<file path="config.mk">
export PLATFORM = sky130hd
export DESIGN_NAME = touch_trimmed_mean_calibrate
export DESIGN_NICKNAME = d
export VERILOG_FILES = /design/src/tmc_pkg.sv /design/src/tmc_csr.sv /design/src/tmc_accum.sv /design/src/tmc_calib.sv /design/src/touch_trimmed_mean_calibrate.sv
export VERILOG_INCLUDE_DIRS = /design/src /design/src/src
export SDC_FILE = /design/constraint.sdc
export NUM_CORES = 1
export LEC_CHECK = 0
export ABC_AREA = 1
export BUFFER_PORTS_ARGS = -buffer_cell sky130_fd_sc_hd__clkbuf_2
export CORE_MARGIN = 2
export CORE_UTILIZATION = 55
export CTS_BUF_LIST = sky130_fd_sc_hd__clkbuf_4 sky130_fd_sc_hd__clkbuf_8
export CTS_CLUSTER_SIZE = 40
export DETAILED_ROUTE_END_ITERATION = 6
export HOLD_SLACK_MARGIN = 0.12
export MAX_ROUTING_LAYER = met4
export PLACE_DENSITY = 0.72
export SYNTH_ARGS = -nofsm -noshare
export SYNTH_HDL_FRONTEND = slang
export SYNTH_HIERARCHICAL = 1
export SYNTH_SLANG_ARGS = --single-unit
</file>
<file path="constraint.sdc">
create_clock -name clock -period 8.6 [get_ports clock]
set_clock_uncertainty 0.1 [all_clocks]
set_input_delay 1.29 -clock clock [delete_from_list [all_inputs] [get_ports clock]]
set_output_delay 1.29 -clock clock [all_outputs]
set_load 0.01 [all_outputs]
</file>
<file path="src/touch_trimmed_mean_calibrate_defines.svh">
// assertion macros for the touch trimmed mean calibrate block
`ifndef TOUCH_TRIMMED_MEAN_CALIBRATE_DEFINES_SVH
`define TOUCH_TRIMMED_MEAN_CALIBRATE_DEFINES_SVH

`ifndef SYNTHESIS
`define TTMC_ASSERT(label, clk, rst, prop, msg) \
   label: assert property (@(posedge clk) disable iff (rst) (prop)) else $error(msg);
`define TTMC_ASSERT_NEXT(label, clk, rst, ante, cons, msg) \
   label: assert property (@(posedge clk) disable iff (rst) (ante) |=> (cons)) else $error(msg);
`else
`define TTMC_ASSERT(label, clk, rst, prop, msg)
`define TTMC_ASSERT_NEXT(label, clk, rst, ante, cons, msg)
`endif

`endif

</file>
<file path="src/tmc_pkg.sv">
`timescale 1ns / 1ps

package tmc_pkg;

   localparam int SAMPLES     = 10;
   localparam int SAMPLE_W    = 12;
   localparam int SUM_W       = SAMPLE_W + $clog2(SAMPLES);
   localparam int COUNT_W     = $clog2(SAMPLES);
   localparam int DIVISOR     = SAMPLES - 2;
   localparam int RECIP_SHIFT = SUM_W + $clog2(DIVISOR);
   localparam int RECIP_W     = SUM_W + 1;
   localparam int QPROD_W     = SUM_W + RECIP_W;

   localparam int GAIN_W      = 24;
   localparam int OFFSET_W    = 32;
   localparam int OFFSET_FRAC = 8;
   localparam int PROD_W      = GAIN_W + SAMPLE_W + 1;
   localparam int ACC_W       = OFFSET_W + OFFSET_FRAC + 1;
   localparam int CAL_FRAC    = 16;
   localparam int COORD_W     = 16;

   localparam int DATA_W      = 32;
   localparam int ADDR_W      = 5;
   localparam int REG_IDX_W   = 3;

   localparam logic [RECIP_W-1:0] RECIP =
      RECIP_W'(((longint'(1) << RECIP_SHIFT) + longint'(DIVISOR) - 1) / longint'(DIVISOR));

   localparam logic [SAMPLE_W-1:0] FULL_SCALE = {SAMPLE_W{1'b1}};
   localparam logic [SUM_W-1:0]    TRIM_MAX   = SUM_W'(DIVISOR * ((1 << SAMPLE_W) - 1));
   localparam logic [COUNT_W-1:0]  LAST_COUNT = COUNT_W'(SAMPLES - 1);
   localparam logic [COORD_W-1:0]  COORD_MAX  = {COORD_W{1'b1}};

   localparam logic [REG_IDX_W-1:0] REG_CAL_ENABLE = 3'd0;
   localparam logic [REG_IDX_W-1:0] REG_GAIN_X     = 3'd1;
   localparam logic [REG_IDX_W-1:0] REG_OFFSET_X   = 3'd2;
   localparam logic [REG_IDX_W-1:0] REG_GAIN_Y     = 3'd3;
   localparam logic [REG_IDX_W-1:0] REG_OFFSET_Y   = 3'd4;

   localparam logic [GAIN_W-1:0]   GAIN_X_RESET   = GAIN_W'(4286);
   localparam logic [OFFSET_W-1:0] OFFSET_X_RESET = OFFSET_W'(-3971);
   localparam logic [GAIN_W-1:0]   GAIN_Y_RESET   = GAIN_W'(-4913);
   localparam logic [OFFSET_W-1:0] OFFSET_Y_RESET = OFFSET_W'(84035);

   typedef struct packed {
      logic                       calibrate_enable;
      logic signed [GAIN_W-1:0]   gain_x;
      logic signed [OFFSET_W-1:0] offset_x;
      logic signed [GAIN_W-1:0]   gain_y;
      logic signed [OFFSET_W-1:0] offset_y;
   } cfg_type;

   typedef struct packed {
      logic             valid;
      logic             axis;
      logic [SUM_W-1:0] total;
   } trim_type;

endpackage

</file>
<file path="src/tmc_csr.sv">
`timescale 1ns / 1ps

module tmc_csr (
   input  logic                          clock,
   input  logic                          reset,
   input  logic                          csr_psel,
   input  logic                          csr_penable,
   input  logic                          csr_pwrite,
   input  logic [tmc_pkg::ADDR_W-1:0]    csr_paddr,
   input  logic [tmc_pkg::DATA_W-1:0]    csr_pwdata,
   output logic [tmc_pkg::DATA_W-1:0]    csr_prdata,
   output logic                          csr_pready,
   output tmc_pkg::cfg_type              cfg
);

   tmc_pkg::cfg_type                   cfg_ff;
   logic [tmc_pkg::REG_IDX_W-1:0]      reg_idx;
   logic                               wr_en;

   assign reg_idx    = csr_paddr[tmc_pkg::ADDR_W-1:2];
   assign wr_en      = csr_psel && csr_penable && csr_pwrite;
   assign csr_pready = 1'b1;
   assign cfg        = cfg_ff;

   always_ff @(posedge clock) begin
      if (reset) begin
         cfg_ff.calibrate_enable <= 1'b1;
         cfg_ff.gain_x           <= tmc_pkg::GAIN_X_RESET;
         cfg_ff.offset_x         <= tmc_pkg::OFFSET_X_RESET;
         cfg_ff.gain_y           <= tmc_pkg::GAIN_Y_RESET;
         cfg_ff.offset_y         <= tmc_pkg::OFFSET_Y_RESET;
      end else if (wr_en) begin
         unique case (reg_idx)
            tmc_pkg::REG_CAL_ENABLE: cfg_ff.calibrate_enable <= csr_pwdata[0];
            tmc_pkg::REG_GAIN_X:     cfg_ff.gain_x   <= csr_pwdata[tmc_pkg::GAIN_W-1:0];
            tmc_pkg::REG_OFFSET_X:   cfg_ff.offset_x <= csr_pwdata[tmc_pkg::OFFSET_W-1:0];
            tmc_pkg::REG_GAIN_Y:     cfg_ff.gain_y   <= csr_pwdata[tmc_pkg::GAIN_W-1:0];
            tmc_pkg::REG_OFFSET_Y:   cfg_ff.offset_y <= csr_pwdata[tmc_pkg::OFFSET_W-1:0];
            default: ;
         endcase
      end
   end

   always_comb begin
      unique case (reg_idx)
         tmc_pkg::REG_CAL_ENABLE:
            csr_prdata = {{(tmc_pkg::DATA_W-1){1'b0}}, cfg_ff.calibrate_enable};
         tmc_pkg::REG_GAIN_X:
            csr_prdata = {{(tmc_pkg::DATA_W-tmc_pkg::GAIN_W){cfg_ff.gain_x[tmc_pkg::GAIN_W-1]}},
                          cfg_ff.gain_x};
         tmc_pkg::REG_OFFSET_X:
            csr_prdata = cfg_ff.offset_x;
         tmc_pkg::REG_GAIN_Y:
            csr_prdata = {{(tmc_pkg::DATA_W-tmc_pkg::GAIN_W){cfg_ff.gain_y[tmc_pkg::GAIN_W-1]}},
                          cfg_ff.gain_y};
         tmc_pkg::REG_OFFSET_Y:
            csr_prdata = cfg_ff.offset_y;
         default:
            csr_prdata = '0;
      endcase
   end

endmodule

</file>
<file path="src/tmc_accum.sv">
`timescale 1ns / 1ps

module tmc_accum (
   input  logic                           clock,
   input  logic                           reset,
   input  logic                           req_valid,
   output logic                           req_stall,
   input  logic                           req_func,
   input  logic [tmc_pkg::SAMPLE_W-1:0]   req_sample,
   input  logic                           calib_ready,
   output tmc_pkg::trim_type              trim
);

   logic [tmc_pkg::SUM_W-1:0]    sum_ff   [2];
   logic [tmc_pkg::SAMPLE_W-1:0] max_ff   [2];
   logic [tmc_pkg::SAMPLE_W-1:0] min_ff   [2];
   logic [tmc_pkg::COUNT_W-1:0]  count_ff [2];
   tmc_pkg::trim_type            trim_ff;
   tmc_pkg::trim_type            trim_in;

   logic                         accept;
   logic                         last;
   logic                         trim_load;
   logic [tmc_pkg::SUM_W-1:0]    sum_in;
   logic [tmc_pkg::SAMPLE_W-1:0] max_in;
   logic [tmc_pkg::SAMPLE_W-1:0] min_in;
   logic [tmc_pkg::SUM_W-1:0]    total;

   assign req_stall = trim_ff.valid && !calib_ready;
   assign accept    = req_valid && !req_stall;
   assign trim_load = !trim_ff.valid || calib_ready;
   assign trim      = trim_ff;

   assign sum_in = sum_ff[req_func] + tmc_pkg::SUM_W'(req_sample);
   assign max_in = (req_sample > max_ff[req_func]) ? req_sample : max_ff[req_func];
   assign min_in = (req_sample < min_ff[req_func]) ? req_sample : min_ff[req_func];
   assign last   = count_ff[req_func] == tmc_pkg::LAST_COUNT;
   assign total  = sum_in - tmc_pkg::SUM_W'(max_in) - tmc_pkg::SUM_W'(min_in);

   always_comb begin
      trim_in = trim_ff;
      if (trim_load) begin
         trim_in.valid = accept && last;
         trim_in.axis  = req_func;
         trim_in.total = total;
      end
   end

   always_ff @(posedge clock) begin
      trim_ff.axis  <= trim_in.axis;
      trim_ff.total <= trim_in.total;
      if (reset) begin
         for (int a = 0; a < 2; a++) begin
            sum_ff[a]   <= '0;
            max_ff[a]   <= '0;
            min_ff[a]   <= tmc_pkg::FULL_SCALE;
            count_ff[a] <= '0;
         end
         trim_ff.valid <= 1'b0;
      end else begin
         if (accept) begin
            if (last) begin
               sum_ff[req_func]   <= '0;
               max_ff[req_func]   <= '0;
               min_ff[req_func]   <= tmc_pkg::FULL_SCALE;
               count_ff[req_func] <= '0;
            end else begin
               sum_ff[req_func]   <= sum_in;
               max_ff[req_func]   <= max_in;
               min_ff[req_func]   <= min_in;
               count_ff[req_func] <= count_ff[req_func] + 1'b1;
            end
         end
         trim_ff.valid <= trim_in.valid;
      end
   end

endmodule

</file>
<file path="src/tmc_calib.sv">
`timescale 1ns / 1ps

module tmc_calib (
   input  logic                           clock,
   input  logic                           reset,
   input  tmc_pkg::trim_type              trim,
   input  tmc_pkg::cfg_type               cfg,
   output logic                           calib_ready,
   output logic                           rsp_valid,
   input  logic                           rsp_stall,
   output logic                           rsp_axis,
   output logic [tmc_pkg::COORD_W-1:0]    rsp_coordinate
);

   // divide stage
   logic                                  div_valid_ff;
   logic                                  div_axis_ff;
   logic [tmc_pkg::SAMPLE_W-1:0]          mean_ff;
   // gain stage
   logic                                  mul_valid_ff;
   logic                                  mul_axis_ff;
   logic [tmc_pkg::SAMPLE_W-1:0]          mul_mean_ff;
   logic signed [tmc_pkg::PROD_W-1:0]     prod_ff;
   // output stage
   logic                                  rsp_valid_ff;
   logic                                  rsp_axis_ff;
   logic [tmc_pkg::COORD_W-1:0]           rsp_coord_ff;

   logic                                  out_load;
   logic                                  mul_load;
   logic                                  div_load;
   logic [tmc_pkg::QPROD_W-1:0]           qprod;
   logic [tmc_pkg::SAMPLE_W-1:0]          mean_in;
   logic signed [tmc_pkg::GAIN_W-1:0]     gain;
   logic signed [tmc_pkg::SAMPLE_W:0]     mean_s;
   logic signed [tmc_pkg::PROD_W-1:0]     prod_in;
   logic signed [tmc_pkg::OFFSET_W-1:0]   offset;
   logic signed [tmc_pkg::ACC_W-1:0]      acc;
   logic [tmc_pkg::COORD_W-1:0]           coord_in;

   assign out_load    = !rsp_valid_ff || !rsp_stall;
   assign mul_load    = !mul_valid_ff || out_load;
   assign div_load    = !div_valid_ff || mul_load;
   assign calib_ready = div_load;

   // reciprocal multiply, exact over the whole trimmed sum range
   assign qprod   = {{tmc_pkg::RECIP_W{1'b0}}, trim.total} *
                    {{tmc_pkg::SUM_W{1'b0}}, tmc_pkg::RECIP};
   assign mean_in = qprod[tmc_pkg::RECIP_SHIFT +: tmc_pkg::SAMPLE_W];

   assign gain    = div_axis_ff ? cfg.gain_y : cfg.gain_x;
   assign mean_s  = {1'b0, mean_ff};
   assign prod_in = gain * mean_s;

   assign offset  = mul_axis_ff ? cfg.offset_y : cfg.offset_x;
   assign acc     = tmc_pkg::ACC_W'(prod_ff) +
                    tmc_pkg::ACC_W'($signed({offset, {tmc_pkg::OFFSET_FRAC{1'b0}}}));

   always_comb begin
      if (!cfg.calibrate_enable) begin
         coord_in = tmc_pkg::COORD_W'(mul_mean_ff);
      end else if (acc[tmc_pkg::ACC_W-1]) begin
         coord_in = '0;
      end else if (|acc[tmc_pkg::ACC_W-2:tmc_pkg::CAL_FRAC+tmc_pkg::COORD_W]) begin
         coord_in = tmc_pkg::COORD_MAX;
      end else begin
         coord_in = acc[tmc_pkg::CAL_FRAC +: tmc_pkg::COORD_W];
      end
   end

   always_ff @(posedge clock) begin
      if (reset) begin
         div_valid_ff <= 1'b0;
         mul_valid_ff <= 1'b0;
         rsp_valid_ff <= 1'b0;
      end else begin
         if (div_load) begin
            div_valid_ff <= trim.valid;
         end
         if (mul_load) begin
            mul_valid_ff <= div_valid_ff;
         end
         if (out_load) begin
            rsp_valid_ff <= mul_valid_ff;
         end
      end
   end

   always_ff @(posedge clock) begin
      if (div_load) begin
         div_axis_ff <= trim.axis;
         mean_ff     <= mean_in;
      end
      if (mul_load) begin
         mul_axis_ff <= div_axis_ff;
         mul_mean_ff <= mean_ff;
         prod_ff     <= prod_in;
      end
      if (out_load) begin
         rsp_axis_ff  <= mul_axis_ff;
         rsp_coord_ff <= coord_in;
      end
   end

   assign rsp_valid      = rsp_valid_ff;
   assign rsp_axis       = rsp_axis_ff;
   assign rsp_coordinate = rsp_coord_ff;

endmodule

</file>
<file path="src/touch_trimmed_mean_calibrate.sv">
`timescale 1ns / 1ps
// channel   | direction | handshake            | payload
// ----------+-----------+----------------------+------------------------------
// req       | in        | req_valid/req_stall  | req_func, req_sample
// rsp       | out       | rsp_valid/rsp_stall  | rsp_axis, rsp_coordinate
// csr       | in/out    | csr_psel/csr_penable | csr_paddr, csr_pwdata, csr_prdata
//
// one sample per cycle while req_stall is low; the accumulate step for either axis is registered
// a finished batch's result is registered after accumulate, reciprocal divide,
// gain multiply, and offset and saturate before it is presented on rsp_valid
// reset returns both axis accumulators to their start values and clears the pipeline valid flags
// rsp_stall backs up the four pipeline stages; req_stall rises only when all are full

`include "touch_trimmed_mean_calibrate_defines.svh"

module touch_trimmed_mean_calibrate (
   input  logic                          clock,
   input  logic                          reset,
   input  logic                          req_valid,
   output logic                          req_stall,
   input  logic                          req_func,
   input  logic [tmc_pkg::SAMPLE_W-1:0]  req_sample,
   output logic                          rsp_valid,
   input  logic                          rsp_stall,
   output logic                          rsp_axis,
   output logic [tmc_pkg::COORD_W-1:0]   rsp_coordinate,
   input  logic                          csr_psel,
   input  logic                          csr_penable,
   input  logic                          csr_pwrite,
   input  logic [tmc_pkg::ADDR_W-1:0]    csr_paddr,
   input  logic [tmc_pkg::DATA_W-1:0]    csr_pwdata,
   output logic [tmc_pkg::DATA_W-1:0]    csr_prdata,
   output logic                          csr_pready
);

   tmc_pkg::cfg_type  cfg;
   tmc_pkg::trim_type trim;
   logic              calib_ready;

   tmc_csr u_csr (
      .clock       (clock),
      .reset       (reset),
      .csr_psel    (csr_psel),
      .csr_penable (csr_penable),
      .csr_pwrite  (csr_pwrite),
      .csr_paddr   (csr_paddr),
      .csr_pwdata  (csr_pwdata),
      .csr_prdata  (csr_prdata),
      .csr_pready  (csr_pready),
      .cfg         (cfg)
   );

   tmc_accum u_accum (
      .clock       (clock),
      .reset       (reset),
      .req_valid   (req_valid),
      .req_stall   (req_stall),
      .req_func    (req_func),
      .req_sample  (req_sample),
      .calib_ready (calib_ready),
      .trim        (trim)
   );

   tmc_calib u_calib (
      .clock          (clock),
      .reset          (reset),
      .trim           (trim),
      .cfg            (cfg),
      .calib_ready    (calib_ready),
      .rsp_valid      (rsp_valid),
      .rsp_stall      (rsp_stall),
      .rsp_axis       (rsp_axis),
      .rsp_coordinate (rsp_coordinate)
   );

   `TTMC_ASSERT(trim_total_in_range, clock, reset, !trim.valid || trim.total <= tmc_pkg::TRIM_MAX, "trimmed sum exceeds batch range")
   `TTMC_ASSERT_NEXT(trim_held_on_stall, clock, reset, trim.valid && !calib_ready, trim.valid && $stable(trim.total) && $stable(trim.axis), "stalled trimmed sum changed")

endmodule

</file>
==> reports/results.ini <==
[synthesis]
syn_avg_cell_area_um2=7.58
yosysWarnings=6
netlist_area_um2=27600
syn_nets=4123
syn_inst=3636

[clock_tree]
cts_setup_buffers=0
clk_pin_slew_ps=60
cts_buffers=50
cts.sinks=288
cts_resized=0
cts-root-buf=clkbuf_8
clock_path_buffers=3
htree_levels=2
cts.hold.buffers_added=0
worstSkewPairLatency_ps=620
cts_tree=built

[worst_setup_path]
r2r-start=u_calib/div_axis_ff$_DFFE_PP_
crit_chain=inv_2, or2_2, nand2_1, nor2_1, inv_1, fa_1, fa_1, inv_1, fa_1, fa_1, inv_1, fa_1, inv_1, ha_1, a21oi_1, o21ai_0, a21oi_1, nor2_1, a211oi_1, nand2_1, nand2_1, nand2_1
path_buf_inv=5
start_kind=register
path_class=register to register
slowest_delay_ps=590
path_max_fanout=23
cp_slowest_cell=fa_1
cp_common_cell=fa_1
cp_data_required_time_ps=8840
crit_family=adder cells
endpoint_kind=register
arrival_ps=7030
cp-startpoint=u_calib/div_axis_ff$_DFFE_PP_

[detailed_routing]
wirelength_um=75300
wl_per_cell_um=17.0
vias=23400
via_per_inst=5.30
drt_iter0_markers=1943
drc_errors=0
drt-pass1-iter-count=6
ant_nets=0

[sta]
rsz0062_at_grt=false
max_slew_margin=0.253
finalWorstPathRequiredPeriod_ps=6780
worst_slew_pin_slew_ps=1110
finalSetupViolations=0
period_share=0.789
finalSetupTns_ps=0
hold_viol=0
max_freq_ghz=0.147
finalMaxSlewViolations=0

[placement]
gp_congestion=0.994
io_buffer_count=105
dpl.hpwl_um=57400

[finish]
multi_input_area_um2=17200
fillers=4636
final_layout_size_suffix_gt1_frac=0.0910
utilization=0.595
areaGrowthSynthToFinish_pct=7.50
fin_nets=4196
final-seq-area_um2=7480

[grt]
grt_pass1_vias=22700
grtUsageTotal=0.304
overflow=0
grt_pass1_wl_um=121000
antenna_found_initial=1
grt_max_degree=91

[status]
status=completed

[die]
io_pins=109
start_util=0.554
core_um2=49800
row_count=82
fp.dieW_um=228
design.die.area_um2=51900
die_y_um=228

[min_path]
hold_path_class=register to register
hp-start=u_accum/trim[12]$_DFFE_PN_

[flow_run]
cap_violations=0

-- worst register-to-register path, cell delays in order (launching register included) --
cell,delay (ps)
edfxtp_1,400
inv_2,380
or2_2,220
nand2_1,310
nor2_1,400
inv_1,110
fa_1,590
fa_1,490
inv_1,320
fa_1,510
fa_1,540
inv_1,50
fa_1,520
inv_1,60
ha_1,340
a21oi_1,280
o21ai_0,170
a21oi_1,240
nor2_1,60
a211oi_1,250
nand2_1,90
nand2_1,60
nand2_1,40
-- per-stage QoR --
| step | instance area (um2) | cells | setup slack, ps | hold slack (ps) |
|---|---|---|---|---|
| after global routing | 29600 | 4420 | 1300 | 337 |
| after floorplan | 27600 | 3636 | 2830 | 300 |
| final | 29600 | 4420 | 1820 | 321 |
| after detailed placement | 28600 | 4329 | 1860 | 305 |
| after CTS | 29600 | 4419 | 1840 | 321 |
| after global placement | 28600 | 4329 | 1890 | 304 |
-- routing by layer --
| metal | part of all wire | global-route usage | routed length, um |
|---|---|---|---|
| met1 | 0.43 | 0.405 | 32200 |
| met2 | 0.47 | 0.488 | 35200 |
| met3 | 0.073 | 0.0356 | 5500 |
| met4 | 0.032 | 0.0972 | 2410 |
| met5 | 0 | - | 0 |
-- path summary, 6_finish.rpt --
check,slack (ps),cells past startpoint,end
max,1820,22,u_calib/prod_ff[36]$_DFFE_PP_
min,320,0,u_calib/mean_ff[9]$_DFFE_PP_
max reg2reg,1820,22,u_calib/prod_ff[36]$_DFFE_PP_
min reg2reg,320,0,u_calib/mean_ff[9]$_DFFE_PP_
-- sequential cells by signal, indices dropped and copies added, names as in the netlist --
signal,count
u_calib/rsp_valid,1
u_calib/mean_ff,12
u_accum/sum_ff,30
u_calib/rsp_coordinate,16
u_accum/count_ff,8
u_calib/mul_valid_ff,1
u_accum/max_ff,24
u_calib/prod_ff,29
u_accum/trim,14
u_calib/div_valid_ff,1
u_calib/mul_axis_ff,1
u_csr/cfg,113
u_calib/rsp_axis,1
u_accum/min_ff,24
u_calib/mul_mean_ff,12
u_calib/div_axis_ff,1
-- cell type report --
cell class,instances,area share
multi-input cells,2609,0.580
flip-flops and latches,288,0.252
inverters,620,0.0787
clock buffers,73,0.0301
well taps,672,0.0284
repair buffers,140,0.0266
clock inverters,17,0.00372
diodes,1,0.0000845
-- cell usage in the layout (no fill, tap or decap), drive strengths merged, types with 7 or more instances in the layout --
| master | n |
|---|---|
| nand2 | 1089 |
| xor2 | 43 |
| nor2 | 436 |
| o21ai | 89 |
| a31oi | 7 |
| clkinv | 17 |
| edfxtp | 171 |
| a21oi | 111 |
| dfxtp | 117 |
| mux2i | 12 |
| ha | 160 |
| buf | 35 |
| o21bai | 7 |
| nor3 | 15 |
| fa | 270 |
| or2 | 42 |
| and2 | 16 |
| a211oi | 7 |
| nand3 | 201 |
| clkbuf | 178 |
| xnor2 | 22 |
| nand3b | 16 |
| inv | 618 |
| nand4 | 53 |
Power is left out: the tool's default activity adds up to more than one toggle a clock period on the data nets, which glitch-free logic cannot reach.
